==> src/rtl/core/constant_pad_4d_stream_assert.svh <==
// ----------------------------------------------------------------------------
// constant_pad_4d_stream assertion macros
// Shorthand for the clocked, reset-qualified checks used in the RTL.
// ----------------------------------------------------------------------------
`ifndef CONSTANT_PAD_4D_STREAM_ASSERT_SVH
`define CONSTANT_PAD_4D_STREAM_ASSERT_SVH

// consequent must hold in the same cycle as the antecedent
`define CP4D_ASSERT_NOW(label, clk, rst_n, ante, cons, msg) \
	label: assert property (@(posedge clk) disable iff (!rst_n) (ante) |-> (cons)) \
		else $error(msg);

// consequent must hold in the cycle after the antecedent
`define CP4D_ASSERT_NEXT(label, clk, rst_n, ante, cons, msg) \
	label: assert property (@(posedge clk) disable iff (!rst_n) (ante) |=> (cons)) \
		else $error(msg);

`endif

==> src/rtl/core/cp4d_pkg.sv <==
// ----------------------------------------------------------------------------
// cp4d_pkg
// Shared constants and types of the 4-d constant pad stream.
// ----------------------------------------------------------------------------
`default_nettype none

package cp4d_pkg;

	localparam int DIM_BITS_DEF = 12;
	localparam int NUM_DIMS     = 4;
	localparam int VAL_W        = 32;
	localparam int RUN_W        = 55;

	// apb port
	localparam int APB_DW = 64;
	localparam int APB_AW = 6;

	// dimension slots in the packed config bundle
	localparam int DIM_B = 0;
	localparam int DIM_H = 1;
	localparam int DIM_W = 2;
	localparam int DIM_D = 3;

	// register map, one 64-bit slot each
	typedef enum logic [2:0] {
		REG_BATCH,
		REG_HEIGHT,
		REG_WIDTH,
		REG_DEPTH,
		REG_FILL
	} reg_idx_t;

	// pad run slots, in emission order around the element
	localparam int NUM_PADS    = 8;
	localparam int PAD_LEAD_B  = 0;
	localparam int PAD_LEAD_H  = 1;
	localparam int PAD_LEAD_W  = 2;
	localparam int PAD_LEAD_D  = 3;
	localparam int PAD_TRAIL_D = 4;
	localparam int PAD_TRAIL_W = 5;
	localparam int PAD_TRAIL_H = 6;
	localparam int PAD_TRAIL_B = 7;

	// run mask: leading pads, element, trailing pads
	localparam int NUM_RUNS = NUM_PADS + 1;
	localparam int RUN_ELEM = 4;

	typedef enum logic [1:0] {
		RL_IDLE,
		RL_LOAD,
		RL_MUL,
		RL_STORE
	} rl_state_t;

endpackage

`default_nettype wire

==> src/rtl/core/cp4d_apb_regs.sv <==
// ----------------------------------------------------------------------------
// cp4d_apb_regs
// APB register file: four packed dimension registers and the fill value.
// ----------------------------------------------------------------------------
`default_nettype none

module cp4d_apb_regs #(
	parameter int DIM_BITS = cp4d_pkg::DIM_BITS_DEF
) (
	input  wire logic                                       clk,
	input  wire logic                                       arst_n,
	input  wire logic                                       psel,
	input  wire logic                                       penable,
	input  wire logic                                       pwrite,
	input  wire logic [cp4d_pkg::APB_AW-1:0]                paddr,
	input  wire logic [cp4d_pkg::APB_DW-1:0]                pwdata,
	output logic      [cp4d_pkg::APB_DW-1:0]                prdata,
	output logic                                            pready,
	output logic [cp4d_pkg::NUM_DIMS-1:0][3*DIM_BITS-1:0]   dim_cfg,
	output logic      [cp4d_pkg::VAL_W-1:0]                 fill_value,
	output logic                                            cfg_wr
);

	localparam int CFG_W = 3 * DIM_BITS;

	logic [cp4d_pkg::NUM_DIMS-1:0][CFG_W-1:0] dim_cfg_q;
	logic [cp4d_pkg::VAL_W-1:0]               fill_q;
	cp4d_pkg::reg_idx_t                       reg_idx;

	assign reg_idx = cp4d_pkg::reg_idx_t'(paddr[cp4d_pkg::APB_AW-1:3]);
	assign cfg_wr  = psel & penable & pwrite;
	assign pready  = 1'b1;

	always_ff @(posedge clk or negedge arst_n) begin
		if (!arst_n) begin
			for (int d = 0; d < cp4d_pkg::NUM_DIMS; d++) begin
				dim_cfg_q[d] <= CFG_W'(1);
			end
			fill_q <= '0;
		end else if (cfg_wr) begin
			case (reg_idx)
				cp4d_pkg::REG_BATCH:  dim_cfg_q[cp4d_pkg::DIM_B] <= pwdata[CFG_W-1:0];
				cp4d_pkg::REG_HEIGHT: dim_cfg_q[cp4d_pkg::DIM_H] <= pwdata[CFG_W-1:0];
				cp4d_pkg::REG_WIDTH:  dim_cfg_q[cp4d_pkg::DIM_W] <= pwdata[CFG_W-1:0];
				cp4d_pkg::REG_DEPTH:  dim_cfg_q[cp4d_pkg::DIM_D] <= pwdata[CFG_W-1:0];
				cp4d_pkg::REG_FILL:   fill_q <= pwdata[cp4d_pkg::VAL_W-1:0];
				default: ;
			endcase
		end
	end

	always_comb begin
		case (reg_idx)
			cp4d_pkg::REG_BATCH:
				prdata = cp4d_pkg::APB_DW'(dim_cfg_q[cp4d_pkg::DIM_B]);
			cp4d_pkg::REG_HEIGHT:
				prdata = cp4d_pkg::APB_DW'(dim_cfg_q[cp4d_pkg::DIM_H]);
			cp4d_pkg::REG_WIDTH:
				prdata = cp4d_pkg::APB_DW'(dim_cfg_q[cp4d_pkg::DIM_W]);
			cp4d_pkg::REG_DEPTH:
				prdata = cp4d_pkg::APB_DW'(dim_cfg_q[cp4d_pkg::DIM_D]);
			cp4d_pkg::REG_FILL:
				prdata = cp4d_pkg::APB_DW'(fill_q);
			default:
				prdata = '0;
		endcase
	end

	assign dim_cfg    = dim_cfg_q;
	assign fill_value = fill_q;

endmodule

`default_nettype wire

==> src/rtl/core/cp4d_runlen.sv <==
// ----------------------------------------------------------------------------
// cp4d_runlen
// Pad run length unit: eight fill run lengths, six of them worked out by a shift-add
// multiplier from the dimension registers after reset and each write.
// ----------------------------------------------------------------------------
`default_nettype none

module cp4d_runlen #(
	parameter int DIM_BITS = cp4d_pkg::DIM_BITS_DEF
) (
	input  wire logic                                             clk,
	input  wire logic                                             arst_n,
	input  wire logic                                             cfg_wr,
	input  wire logic [cp4d_pkg::NUM_DIMS-1:0][3*DIM_BITS-1:0]    dim_cfg,
	output logic      [cp4d_pkg::NUM_PADS-1:0][cp4d_pkg::RUN_W-1:0] pad_len,
	output logic                                                  busy
);

	localparam int CFG_W  = 3 * DIM_BITS;
	localparam int MB     = DIM_BITS + 2;          // padded extent width
	localparam int PW     = cp4d_pkg::RUN_W + MB;  // full product width
	localparam int STEP_W = $clog2(MB);
	localparam int RUN_W  = cp4d_pkg::RUN_W;

	typedef enum logic [2:0] {
		JOB_OWD,
		JOB_OHWD,
		JOB_LEAD_B,
		JOB_LEAD_H,
		JOB_LEAD_W,
		JOB_TRAIL_W,
		JOB_TRAIL_H,
		JOB_TRAIL_B
	} rl_job_t;

	cp4d_pkg::rl_state_t state_q, state_nxt;
	rl_job_t             job_q;
	logic [STEP_W-1:0]   step_q;
	logic [MB-1:0]       mplier_q;
	logic [PW-1:0]       mcand_q;
	logic [PW-1:0]       acc_q;
	logic [RUN_W-1:0]    owd_q, ohwd_q;
	logic [RUN_W-1:0]    len_lb_q, len_lh_q, len_lw_q;
	logic [RUN_W-1:0]    len_tw_q, len_th_q, len_tb_q;

	logic                do_load, do_step, do_store;
	logic                step_last;
	logic [MB-1:0]       op_a;
	logic [RUN_W-1:0]    op_b;
	logic [RUN_W-1:0]    prod_sat;

	logic [cp4d_pkg::NUM_DIMS-1:0][MB-1:0]       ext;
	logic [cp4d_pkg::NUM_DIMS-1:0][DIM_BITS-1:0] lead, trail;

	// padded extent per dimension, zero size counts as one
	always_comb begin
		for (int d = 0; d < cp4d_pkg::NUM_DIMS; d++) begin
			logic [DIM_BITS-1:0] sz;
			sz       = dim_cfg[d][DIM_BITS-1:0];
			lead[d]  = dim_cfg[d][2*DIM_BITS-1:DIM_BITS];
			trail[d] = dim_cfg[d][CFG_W-1:2*DIM_BITS];
			ext[d]   = ((sz == '0) ? MB'(1) : MB'(sz)) + MB'(lead[d]) + MB'(trail[d]);
		end
	end

	always_comb begin
		case (job_q)
			JOB_OWD: begin
				op_a = ext[cp4d_pkg::DIM_W];
				op_b = RUN_W'(ext[cp4d_pkg::DIM_D]);
			end
			JOB_OHWD: begin
				op_a = ext[cp4d_pkg::DIM_H];
				op_b = owd_q;
			end
			JOB_LEAD_B: begin
				op_a = MB'(lead[cp4d_pkg::DIM_B]);
				op_b = ohwd_q;
			end
			JOB_LEAD_H: begin
				op_a = MB'(lead[cp4d_pkg::DIM_H]);
				op_b = owd_q;
			end
			JOB_LEAD_W: begin
				op_a = MB'(lead[cp4d_pkg::DIM_W]);
				op_b = RUN_W'(ext[cp4d_pkg::DIM_D]);
			end
			JOB_TRAIL_W: begin
				op_a = MB'(trail[cp4d_pkg::DIM_W]);
				op_b = RUN_W'(ext[cp4d_pkg::DIM_D]);
			end
			JOB_TRAIL_H: begin
				op_a = MB'(trail[cp4d_pkg::DIM_H]);
				op_b = owd_q;
			end
			JOB_TRAIL_B: begin
				op_a = MB'(trail[cp4d_pkg::DIM_B]);
				op_b = ohwd_q;
			end
			default: begin
				op_a = '0;
				op_b = '0;
			end
		endcase
	end

	assign step_last = (step_q == STEP_W'(MB - 1));
	assign prod_sat  = (|acc_q[PW-1:RUN_W]) ? {RUN_W{1'b1}} : acc_q[RUN_W-1:0];

	// next state
	always_comb begin
		state_nxt = state_q;
		case (state_q)
			cp4d_pkg::RL_IDLE:  state_nxt = cp4d_pkg::RL_IDLE;
			cp4d_pkg::RL_LOAD:  state_nxt = cp4d_pkg::RL_MUL;
			cp4d_pkg::RL_MUL:   state_nxt = step_last ? cp4d_pkg::RL_STORE : cp4d_pkg::RL_MUL;
			cp4d_pkg::RL_STORE: state_nxt = (job_q == JOB_TRAIL_B) ? cp4d_pkg::RL_IDLE
			                                                       : cp4d_pkg::RL_LOAD;
			default:            state_nxt = cp4d_pkg::RL_LOAD;
		endcase
		if (cfg_wr) begin
			state_nxt = cp4d_pkg::RL_LOAD;
		end
	end

	// outputs of the sequencer
	always_comb begin
		busy     = 1'b1;
		do_load  = 1'b0;
		do_step  = 1'b0;
		do_store = 1'b0;
		case (state_q)
			cp4d_pkg::RL_IDLE:  busy     = 1'b0;
			cp4d_pkg::RL_LOAD:  do_load  = 1'b1;
			cp4d_pkg::RL_MUL:   do_step  = 1'b1;
			cp4d_pkg::RL_STORE: do_store = 1'b1;
			default: ;
		endcase
	end

	always_ff @(posedge clk or negedge arst_n) begin
		if (!arst_n) begin
			state_q <= cp4d_pkg::RL_LOAD;
			job_q   <= JOB_OWD;
			step_q  <= '0;
		end else begin
			state_q <= state_nxt;
			if (cfg_wr) begin
				job_q <= JOB_OWD;
			end else if (do_store && job_q != JOB_TRAIL_B) begin
				job_q <= rl_job_t'(3'(job_q + 3'd1));
			end
			if (do_load) begin
				step_q <= '0;
			end else if (do_step) begin
				step_q <= step_q + STEP_W'(1);
			end
		end
	end

	// one multiplier bit per cycle
	always_ff @(posedge clk) begin
		if (do_load) begin
			mplier_q <= op_a;
			mcand_q  <= PW'(op_b);
			acc_q    <= '0;
		end else if (do_step) begin
			if (mplier_q[0]) begin
				acc_q <= acc_q + mcand_q;
			end
			mplier_q <= mplier_q >> 1;
			mcand_q  <= mcand_q << 1;
		end
		if (do_store) begin
			case (job_q)
				JOB_OWD:     owd_q    <= prod_sat;
				JOB_OHWD:    ohwd_q   <= prod_sat;
				JOB_LEAD_B:  len_lb_q <= prod_sat;
				JOB_LEAD_H:  len_lh_q <= prod_sat;
				JOB_LEAD_W:  len_lw_q <= prod_sat;
				JOB_TRAIL_W: len_tw_q <= prod_sat;
				JOB_TRAIL_H: len_th_q <= prod_sat;
				JOB_TRAIL_B: len_tb_q <= prod_sat;
				default: ;
			endcase
		end
	end

	assign pad_len[cp4d_pkg::PAD_LEAD_B]  = len_lb_q;
	assign pad_len[cp4d_pkg::PAD_LEAD_H]  = len_lh_q;
	assign pad_len[cp4d_pkg::PAD_LEAD_W]  = len_lw_q;
	assign pad_len[cp4d_pkg::PAD_LEAD_D]  = RUN_W'(lead[cp4d_pkg::DIM_D]);
	assign pad_len[cp4d_pkg::PAD_TRAIL_D] = RUN_W'(trail[cp4d_pkg::DIM_D]);
	assign pad_len[cp4d_pkg::PAD_TRAIL_W] = len_tw_q;
	assign pad_len[cp4d_pkg::PAD_TRAIL_H] = len_th_q;
	assign pad_len[cp4d_pkg::PAD_TRAIL_B] = len_tb_q;

endmodule

`default_nettype wire

==> src/rtl/core/constant_pad_4d_stream.sv <==
// ----------------------------------------------------------------------------
// constant_pad_4d_stream
// Streams a batch x height x width x depth tensor and emits the constant
// padded tensor as fill runs and element runs.
// ----------------------------------------------------------------------------
//
//  channel  | handshake               | payload
//  ---------+-------------------------+--------------------------------------
//  elem     | elem_valid / elem_ready | elem_value
//  run      | run_valid / run_ready   | out_value run_length is_fill last
//           |                         | tensor_end
//  apb      | psel penable / pready   | pwrite paddr pwdata prdata
//
//  each element gives one to nine runs, one run per cycle while the run output
//  is not stalled, so interior elements stream at one per cycle between boundaries
//  a transfer on elem loads the run mask register, which then feeds the run
//  output register; the next element is taken as the last run goes out
//  after reset and after every apb write the run length unit is busy working
//  out the run lengths, and elem_ready is low while it is busy
//  a stalled run output holds the run mask and so stalls elem
//
// ----------------------------------------------------------------------------
`default_nettype none

`include "constant_pad_4d_stream_assert.svh"

module constant_pad_4d_stream #(
	parameter int DIM_BITS = cp4d_pkg::DIM_BITS_DEF
) (
	input  wire logic                          clk,
	input  wire logic                          arst_n,
	input  wire logic                          psel,
	input  wire logic                          penable,
	input  wire logic                          pwrite,
	input  wire logic [cp4d_pkg::APB_AW-1:0]   paddr,
	input  wire logic [cp4d_pkg::APB_DW-1:0]   pwdata,
	output logic      [cp4d_pkg::APB_DW-1:0]   prdata,
	output logic                               pready,
	input  wire logic                          elem_valid,
	output logic                               elem_ready,
	input  wire logic signed [cp4d_pkg::VAL_W-1:0] elem_value,
	output logic                               run_valid,
	input  wire logic                          run_ready,
	output logic signed [cp4d_pkg::VAL_W-1:0]  out_value,
	output logic      [cp4d_pkg::RUN_W-1:0]    run_length,
	output logic                               is_fill,
	output logic                               last,
	output logic                               tensor_end
);

	localparam int CFG_W = 3 * DIM_BITS;
	localparam int NR    = cp4d_pkg::NUM_RUNS;
	localparam int NP    = cp4d_pkg::NUM_PADS;
	localparam int RUN_W = cp4d_pkg::RUN_W;
	localparam int VAL_W = cp4d_pkg::VAL_W;

	logic [cp4d_pkg::NUM_DIMS-1:0][CFG_W-1:0] dim_cfg;
	logic [VAL_W-1:0]                         fill_value;
	logic                                     cfg_wr;
	logic [NP-1:0][RUN_W-1:0]                 pad_len;
	logic                                     rl_busy;

	cp4d_apb_regs #(
		.DIM_BITS (DIM_BITS)
	) u_regs (
		.clk        (clk),
		.arst_n     (arst_n),
		.psel       (psel),
		.penable    (penable),
		.pwrite     (pwrite),
		.paddr      (paddr),
		.pwdata     (pwdata),
		.prdata     (prdata),
		.pready     (pready),
		.dim_cfg    (dim_cfg),
		.fill_value (fill_value),
		.cfg_wr     (cfg_wr)
	);

	cp4d_runlen #(
		.DIM_BITS (DIM_BITS)
	) u_runlen (
		.clk     (clk),
		.arst_n  (arst_n),
		.cfg_wr  (cfg_wr),
		.dim_cfg (dim_cfg),
		.pad_len (pad_len),
		.busy    (rl_busy)
	);

	// coordinate counters
	logic [DIM_BITS-1:0] batch_q, row_q, col_q, chan_q;

	// per-dimension size - 1 and pad presence
	logic [cp4d_pkg::NUM_DIMS-1:0][DIM_BITS-1:0] szm1;
	logic [cp4d_pkg::NUM_DIMS-1:0]               has_lead, has_trail;

	always_comb begin
		for (int d = 0; d < cp4d_pkg::NUM_DIMS; d++) begin
			logic [DIM_BITS-1:0] sz;
			sz           = dim_cfg[d][DIM_BITS-1:0];
			szm1[d]      = (sz == '0) ? '0 : sz - DIM_BITS'(1);
			has_lead[d]  = |dim_cfg[d][2*DIM_BITS-1:DIM_BITS];
			has_trail[d] = |dim_cfg[d][CFG_W-1:2*DIM_BITS];
		end
	end

	logic open_d, open_w, open_h, open_b;
	logic close_d, close_w, close_h, close_b;

	assign open_d  = (chan_q == '0);
	assign open_w  = open_d & (col_q == '0);
	assign open_h  = open_w & (row_q == '0);
	assign open_b  = open_h & (batch_q == '0);
	assign close_d = (chan_q >= szm1[cp4d_pkg::DIM_D]);
	assign close_w = close_d & (col_q >= szm1[cp4d_pkg::DIM_W]);
	assign close_h = close_w & (row_q >= szm1[cp4d_pkg::DIM_H]);
	assign close_b = close_h & (batch_q >= szm1[cp4d_pkg::DIM_B]);

	logic [NR-1:0] mask_nxt;

	always_comb begin
		mask_nxt                      = '0;
		mask_nxt[cp4d_pkg::PAD_LEAD_B] = open_b & has_lead[cp4d_pkg::DIM_B];
		mask_nxt[cp4d_pkg::PAD_LEAD_H] = open_h & has_lead[cp4d_pkg::DIM_H];
		mask_nxt[cp4d_pkg::PAD_LEAD_W] = open_w & has_lead[cp4d_pkg::DIM_W];
		mask_nxt[cp4d_pkg::PAD_LEAD_D] = open_d & has_lead[cp4d_pkg::DIM_D];
		mask_nxt[cp4d_pkg::RUN_ELEM]   = 1'b1;
		// trailing pads sit one slot above their pad index in the mask
		mask_nxt[cp4d_pkg::PAD_TRAIL_D + 1] = close_d & has_trail[cp4d_pkg::DIM_D];
		mask_nxt[cp4d_pkg::PAD_TRAIL_W + 1] = close_w & has_trail[cp4d_pkg::DIM_W];
		mask_nxt[cp4d_pkg::PAD_TRAIL_H + 1] = close_h & has_trail[cp4d_pkg::DIM_H];
		mask_nxt[cp4d_pkg::PAD_TRAIL_B + 1] = close_b & has_trail[cp4d_pkg::DIM_B];
	end

	// stage 1: the accepted element and the runs it still owes
	logic [NR-1:0]    mask_s1;
	logic [VAL_W-1:0] val_s1;
	logic             end_s1;

	logic             s1_valid;
	logic [NR-1:0]    sel, rest;
	logic [NP-1:0]    sel_pad;
	logic             sel_last;
	logic             adv;
	logic             acc_in;
	logic [RUN_W-1:0] sel_len;

	assign s1_valid = |mask_s1;
	assign sel      = mask_s1 & (~mask_s1 + NR'(1));
	assign rest     = mask_s1 & ~sel;
	assign sel_last = (rest == '0);
	assign sel_pad  = {sel[NR-1:cp4d_pkg::RUN_ELEM+1], sel[cp4d_pkg::RUN_ELEM-1:0]};

	assign adv        = s1_valid & (~run_valid | run_ready);
	assign elem_ready = ~rl_busy & (~s1_valid | (adv & sel_last));
	assign acc_in     = elem_valid & elem_ready;

	always_comb begin
		sel_len = '0;
		for (int j = 0; j < NP; j++) begin
			if (sel_pad[j]) begin
				sel_len = sel_len | pad_len[j];
			end
		end
		if (sel[cp4d_pkg::RUN_ELEM]) begin
			sel_len = RUN_W'(1);
		end
	end

	always_ff @(posedge clk or negedge arst_n) begin
		if (!arst_n) begin
			mask_s1   <= '0;
			run_valid <= 1'b0;
			batch_q   <= '0;
			row_q     <= '0;
			col_q     <= '0;
			chan_q    <= '0;
		end else begin
			if (acc_in) begin
				mask_s1 <= mask_nxt;
			end else if (adv) begin
				mask_s1 <= rest;
			end

			if (adv) begin
				run_valid <= 1'b1;
			end else if (run_ready) begin
				run_valid <= 1'b0;
			end

			// odometer step, inner dimension first
			if (acc_in) begin
				if (!close_d) begin
					chan_q <= chan_q + DIM_BITS'(1);
				end else begin
					chan_q <= '0;
					if (!close_w) begin
						col_q <= col_q + DIM_BITS'(1);
					end else begin
						col_q <= '0;
						if (!close_h) begin
							row_q <= row_q + DIM_BITS'(1);
						end else begin
							row_q <= '0;
							batch_q <= close_b ? '0 : batch_q + DIM_BITS'(1);
						end
					end
				end
			end
		end
	end

	always_ff @(posedge clk) begin
		if (acc_in) begin
			val_s1 <= elem_value;
			end_s1 <= close_b;
		end
		if (adv) begin
			out_value  <= sel[cp4d_pkg::RUN_ELEM] ? val_s1 : fill_value;
			run_length <= sel_len;
			is_fill    <= ~sel[cp4d_pkg::RUN_ELEM];
			last       <= sel_last;
			tensor_end <= sel_last & end_s1;
		end
	end

	`CP4D_ASSERT_NEXT(a_elem_run_queued, clk, arst_n, acc_in,
		mask_s1[cp4d_pkg::RUN_ELEM], "accepted element has no element run queued")

	`CP4D_ASSERT_NOW(a_fill_len_nonzero, clk, arst_n, run_valid && is_fill,
		run_length != '0, "fill run with zero length")

	`CP4D_ASSERT_NEXT(a_counters_wrap, clk, arst_n, acc_in && close_b,
		(batch_q == '0) && (row_q == '0) && (col_q == '0) && (chan_q == '0),
		"counters not cleared after tensor end")

	`CP4D_ASSERT_NEXT(a_mask_hold, clk, arst_n, s1_valid && !adv,
		$stable(mask_s1), "run mask changed while output stalled")

endmodule

`default_nettype wire

==> config.mk <==
export PLATFORM = sky130hd
export DESIGN_NAME = constant_pad_4d_stream
export DESIGN_NICKNAME = d
export VERILOG_FILES = /design/src/rtl/core/cp4d_pkg.sv /design/src/rtl/core/cp4d_apb_regs.sv /design/src/rtl/core/cp4d_runlen.sv /design/src/rtl/core/constant_pad_4d_stream.sv
export VERILOG_INCLUDE_DIRS = /design/src /design/src/rtl/core
export SDC_FILE = /design/constraint.sdc
export NUM_CORES = 2
export LEC_CHECK = 0
export BUFFER_PORTS_ARGS = -buffer_cell sky130_fd_sc_hd__buf_2
export CAP_MARGIN = 20
export CORE_ASPECT_RATIO = 1.2
export CORE_UTILIZATION = 45
export CTS_CLUSTER_SIZE = 12
export DETAILED_ROUTE_END_ITERATION = 16
export GPL_ROUTABILITY_DRIVEN = 0
export PLACE_DENSITY = 0.61
export REMOVE_ABC_BUFFERS = 1
export SLEW_MARGIN = 40
export SYNTH_ARGS = -nofsm -noshare
export SYNTH_HDL_FRONTEND = slang
export SYNTH_SLANG_ARGS = --single-unit
==> constraint.sdc <==
create_clock -name clk -period 11.9 [get_ports clk]
set_input_delay 2.38 -clock clk [delete_from_list [all_inputs] [get_ports clk]]
set_output_delay 2.38 -clock clk [all_outputs]
set_load 0.005 [all_outputs]
==> flow_metrics.tcl <==
set metrics [dict create \
    status "finished, final reports clean" \
    yosysWarnings 0 \
    multi_input_area_sq_um 18670 \
    yosysTopAreaCell "edfxtp_1" \
    io_buffers 205 \
    synthFlopType "edfxtp_1" \
    ff2ff_path_depth 17 \
    grt_util_all_layers_pct 23.60 \
    ys_types 84 \
    r2r-start "u_regs.dim_cfg[77]$_DFFE_PN0P_" \
    largest_reg_flops 144 \
    hold_path.startpoint "u_runlen.acc_q[35]$_SDFFE_PP0P_" \
    hold_class "reg2reg" \
    ios 266 \
    grt_pass1_wl_mm 190.0 \
    netlist_top_cells_area "edfxtp_1 41%, dfrtp_1 13%, mux2_2 5.8%, ha_1 4.6%, dfxtp_1 3.6%" \
    cp-start-kind "primary input" \
    setup_viol 0 \
    antenna_found_initial 4 \
    synth_area_sq_um 46580 \
    endpoint_kind "output pin" \
    seq_area_frac_synth_pct 57.38 \
    cts_hold_buf 0 \
    clock-sinks 958 \
    viasPerCell 5.860 \
    cts-resized-gates 0 \
    hold_viol 0 \
    fin_crit_sh_pct 57.51 \
    drtIter0Drc 2228 \
    power_density_nw_per_um2 250.3 \
    async_reset_ff_share_pct 25.37 \
    start_util_pct 45.66 \
    numCtsBuffers 99 \
    die_area_sq_um 104800 \
    cts_tree "yes" \
    cts_root_buf "clkbuf_16" \
    placementRows 128 \
    place_area_sq_um 48890 \
    cts_setup_buffers 0 \
    clk_path_buf_depth 3 \
    clk_latency_ps 700 \
    crit_required_ps 9520 \
    cp.arrival_ps 4460 \
    grt_pass1_vias 32000 \
    syn_avg_cell_area_sq_um 12.16 \
    tightest_slew_ps 891.2 \
    relSlewSlack_pct 40.04 \
    path_class "in2out" \
    htreeDepth 3 \
    fin_area_sq_um 52110 \
    seqCellArea_sq_um 26730 \
    route.antenna.remaining_nets 0 \
    synthCells 3831 \
    setup_tns_ps 0 \
    grt_max_degree 150 \
    first_pass_iters 6 \
    die_width_um 295.7 \
    dp_hpwl_mm 82.93 \
    num-fill-cells 8981 \
    holdPathEnd "u_runlen.acc_q[35]$_SDFFE_PP0P_" \
    wl_mm 123.2 \
    syn2layout_area_growth_pct 11.86 \
    drive_above_1_share_pct 18.48 \
    synth_edf_count 632 \
    ys_ff_latch 958 \
    p_leak_uw 0.02030 \
    grt_setup_unrepaired "false" \
    die_h_um 354.4 \
    clk_pin_slew_ps 60 \
    fin_skew_ps 44.61 \
    max_freq_mhz 146.1 \
    slew_viol_final 0 \
    r2r_slack_ps 6550 \
    r2r-end "u_runlen.mplier_q[11]$_DFFE_PP_" \
    cap_violations 0 \
    critPathMaxFanout 46 \
    wire_per_inst_um 22.80 \
    period_minus_slack_ps 6843 \
    peakVddDrop_v 0.0001837 \
    min_path_cells 2 \
    overflow 0 \
    final_nets 4272 \
    route.detailed.drc 0 \
    core_sq_um 102000 \
    vias 31670 \
    netlist.area_leader.share_pct 40.74 \
]
-- cells in the mapped netlist, types with 40 or more instances --
cell,count
edfxtp_1,632
nor2_1,308
nand2_1,259
mux2_2,240
dfrtp_1,238
clkbuf_1,205
a21oi_1,197
ha_1,173
a22oi_1,130
a221o_1,128
o21ai_0,123
dfxtp_1,83
inv_1,82
a21o_1,72
xnor2_1,66
or2_2,60
nand3_1,59
a221oi_1,58
xor2_1,53
nor4_1,52
nor3_1,51
nand4_1,43
fa_1,40
-- per-stage QoR --
step	hold slack, ps	setup WS, ps	std cells	util [%]	power (uW)
after floorplan	444.5	4156	3593	-	8362
after global placement	454.8	5044	5208	47.82	9954
after detailed placement	462.7	5049	5211	47.92	10060
after CTS	471.3	5037	5399	50.98	13120
after global routing	484.2	4996	5402	51.07	13850
final	468.1	5057	5404	51.07	13040
-- cells by family after synthesis --
family | count (synthesis) | synth area share [%]
AO/OA/AOI/OAI | 939 | 14.40
XOR/XNOR | 119 | 2.238
adder cells (fa/ha/maj) | 215 | 6.409
buffers and inverters | 348 | 3.086
flip-flops | 958 | 57.38
multiplexers | 261 | 6.361
other | 2 | 0.01612
AND/OR/NAND/NOR | 989 | 10.12
-- worst max-delay path by stage --
stage	startpoint	to	slack [ps]	depth (start not counted)
finish	paddr[3]	prdata[22]	5060	7
global route	paddr[3]	prdata[22]	5000	7
CTS	paddr[3]	prdata[23]	5040	7
global placement	paddr[3]	prdata[22]	5040	7
detailed placement	paddr[3]	prdata[23]	5050	7
floorplan	mask_s1[0]$_DFFE_PN0P_	mask_s1[8]$_DFFE_PN0P_	4160	6
-- layout make-up --
class / count / area share [%]
sequential: 958 / 51.30
multi-input combinational: 2552 / 35.83
clock buffer: 158 / 5.415
tap: 1365 / 3.278
timing repair buffer: 256 / 2.990
inverter: 83 / 0.6075
clock inverter: 30 / 0.5715
antenna: 2 / 0.009605
-- layer usage --
layer	up-vias	wire, um	GRT usage (%)
met4	2	5100	10.46
met1	15820	50740	29.39
met2	883	61640	40.56
li1	14740	-	-
met3	221	5748	3.369
met5	-	8	0
-- where the power goes --
part           internal [uW]  switching (uW)  leakage (uW)
Clock                   1700            1310       0.00150
Sequential              4710             547       0.00950
Combinational           1840            2940       0.00930
-- critical path, stage by stage --
cell     delay (ps)
buf_2            90
buf_4           330
nor2_2          520
buf_4           470
a22oi_1         180
o22ai_1         270
buf_2           180
-- cells in the final DEF (no fill, tap or decap), types with 66 or more instances in the layout --
master,n
a21o_1,71
a21oi_1,197
a221o_1,128
a22oi_1,130
buf_2,204
clkbuf_16,101
dfrtp_1,236
dfxtp_1,83
edfxtp_1,632
ha_1,171
inv_1,81
mux2_2,240
nand2_1,256
nor2_1,302
o21ai_0,123
xnor2_1,66
(Power assumes the default switching activity.)
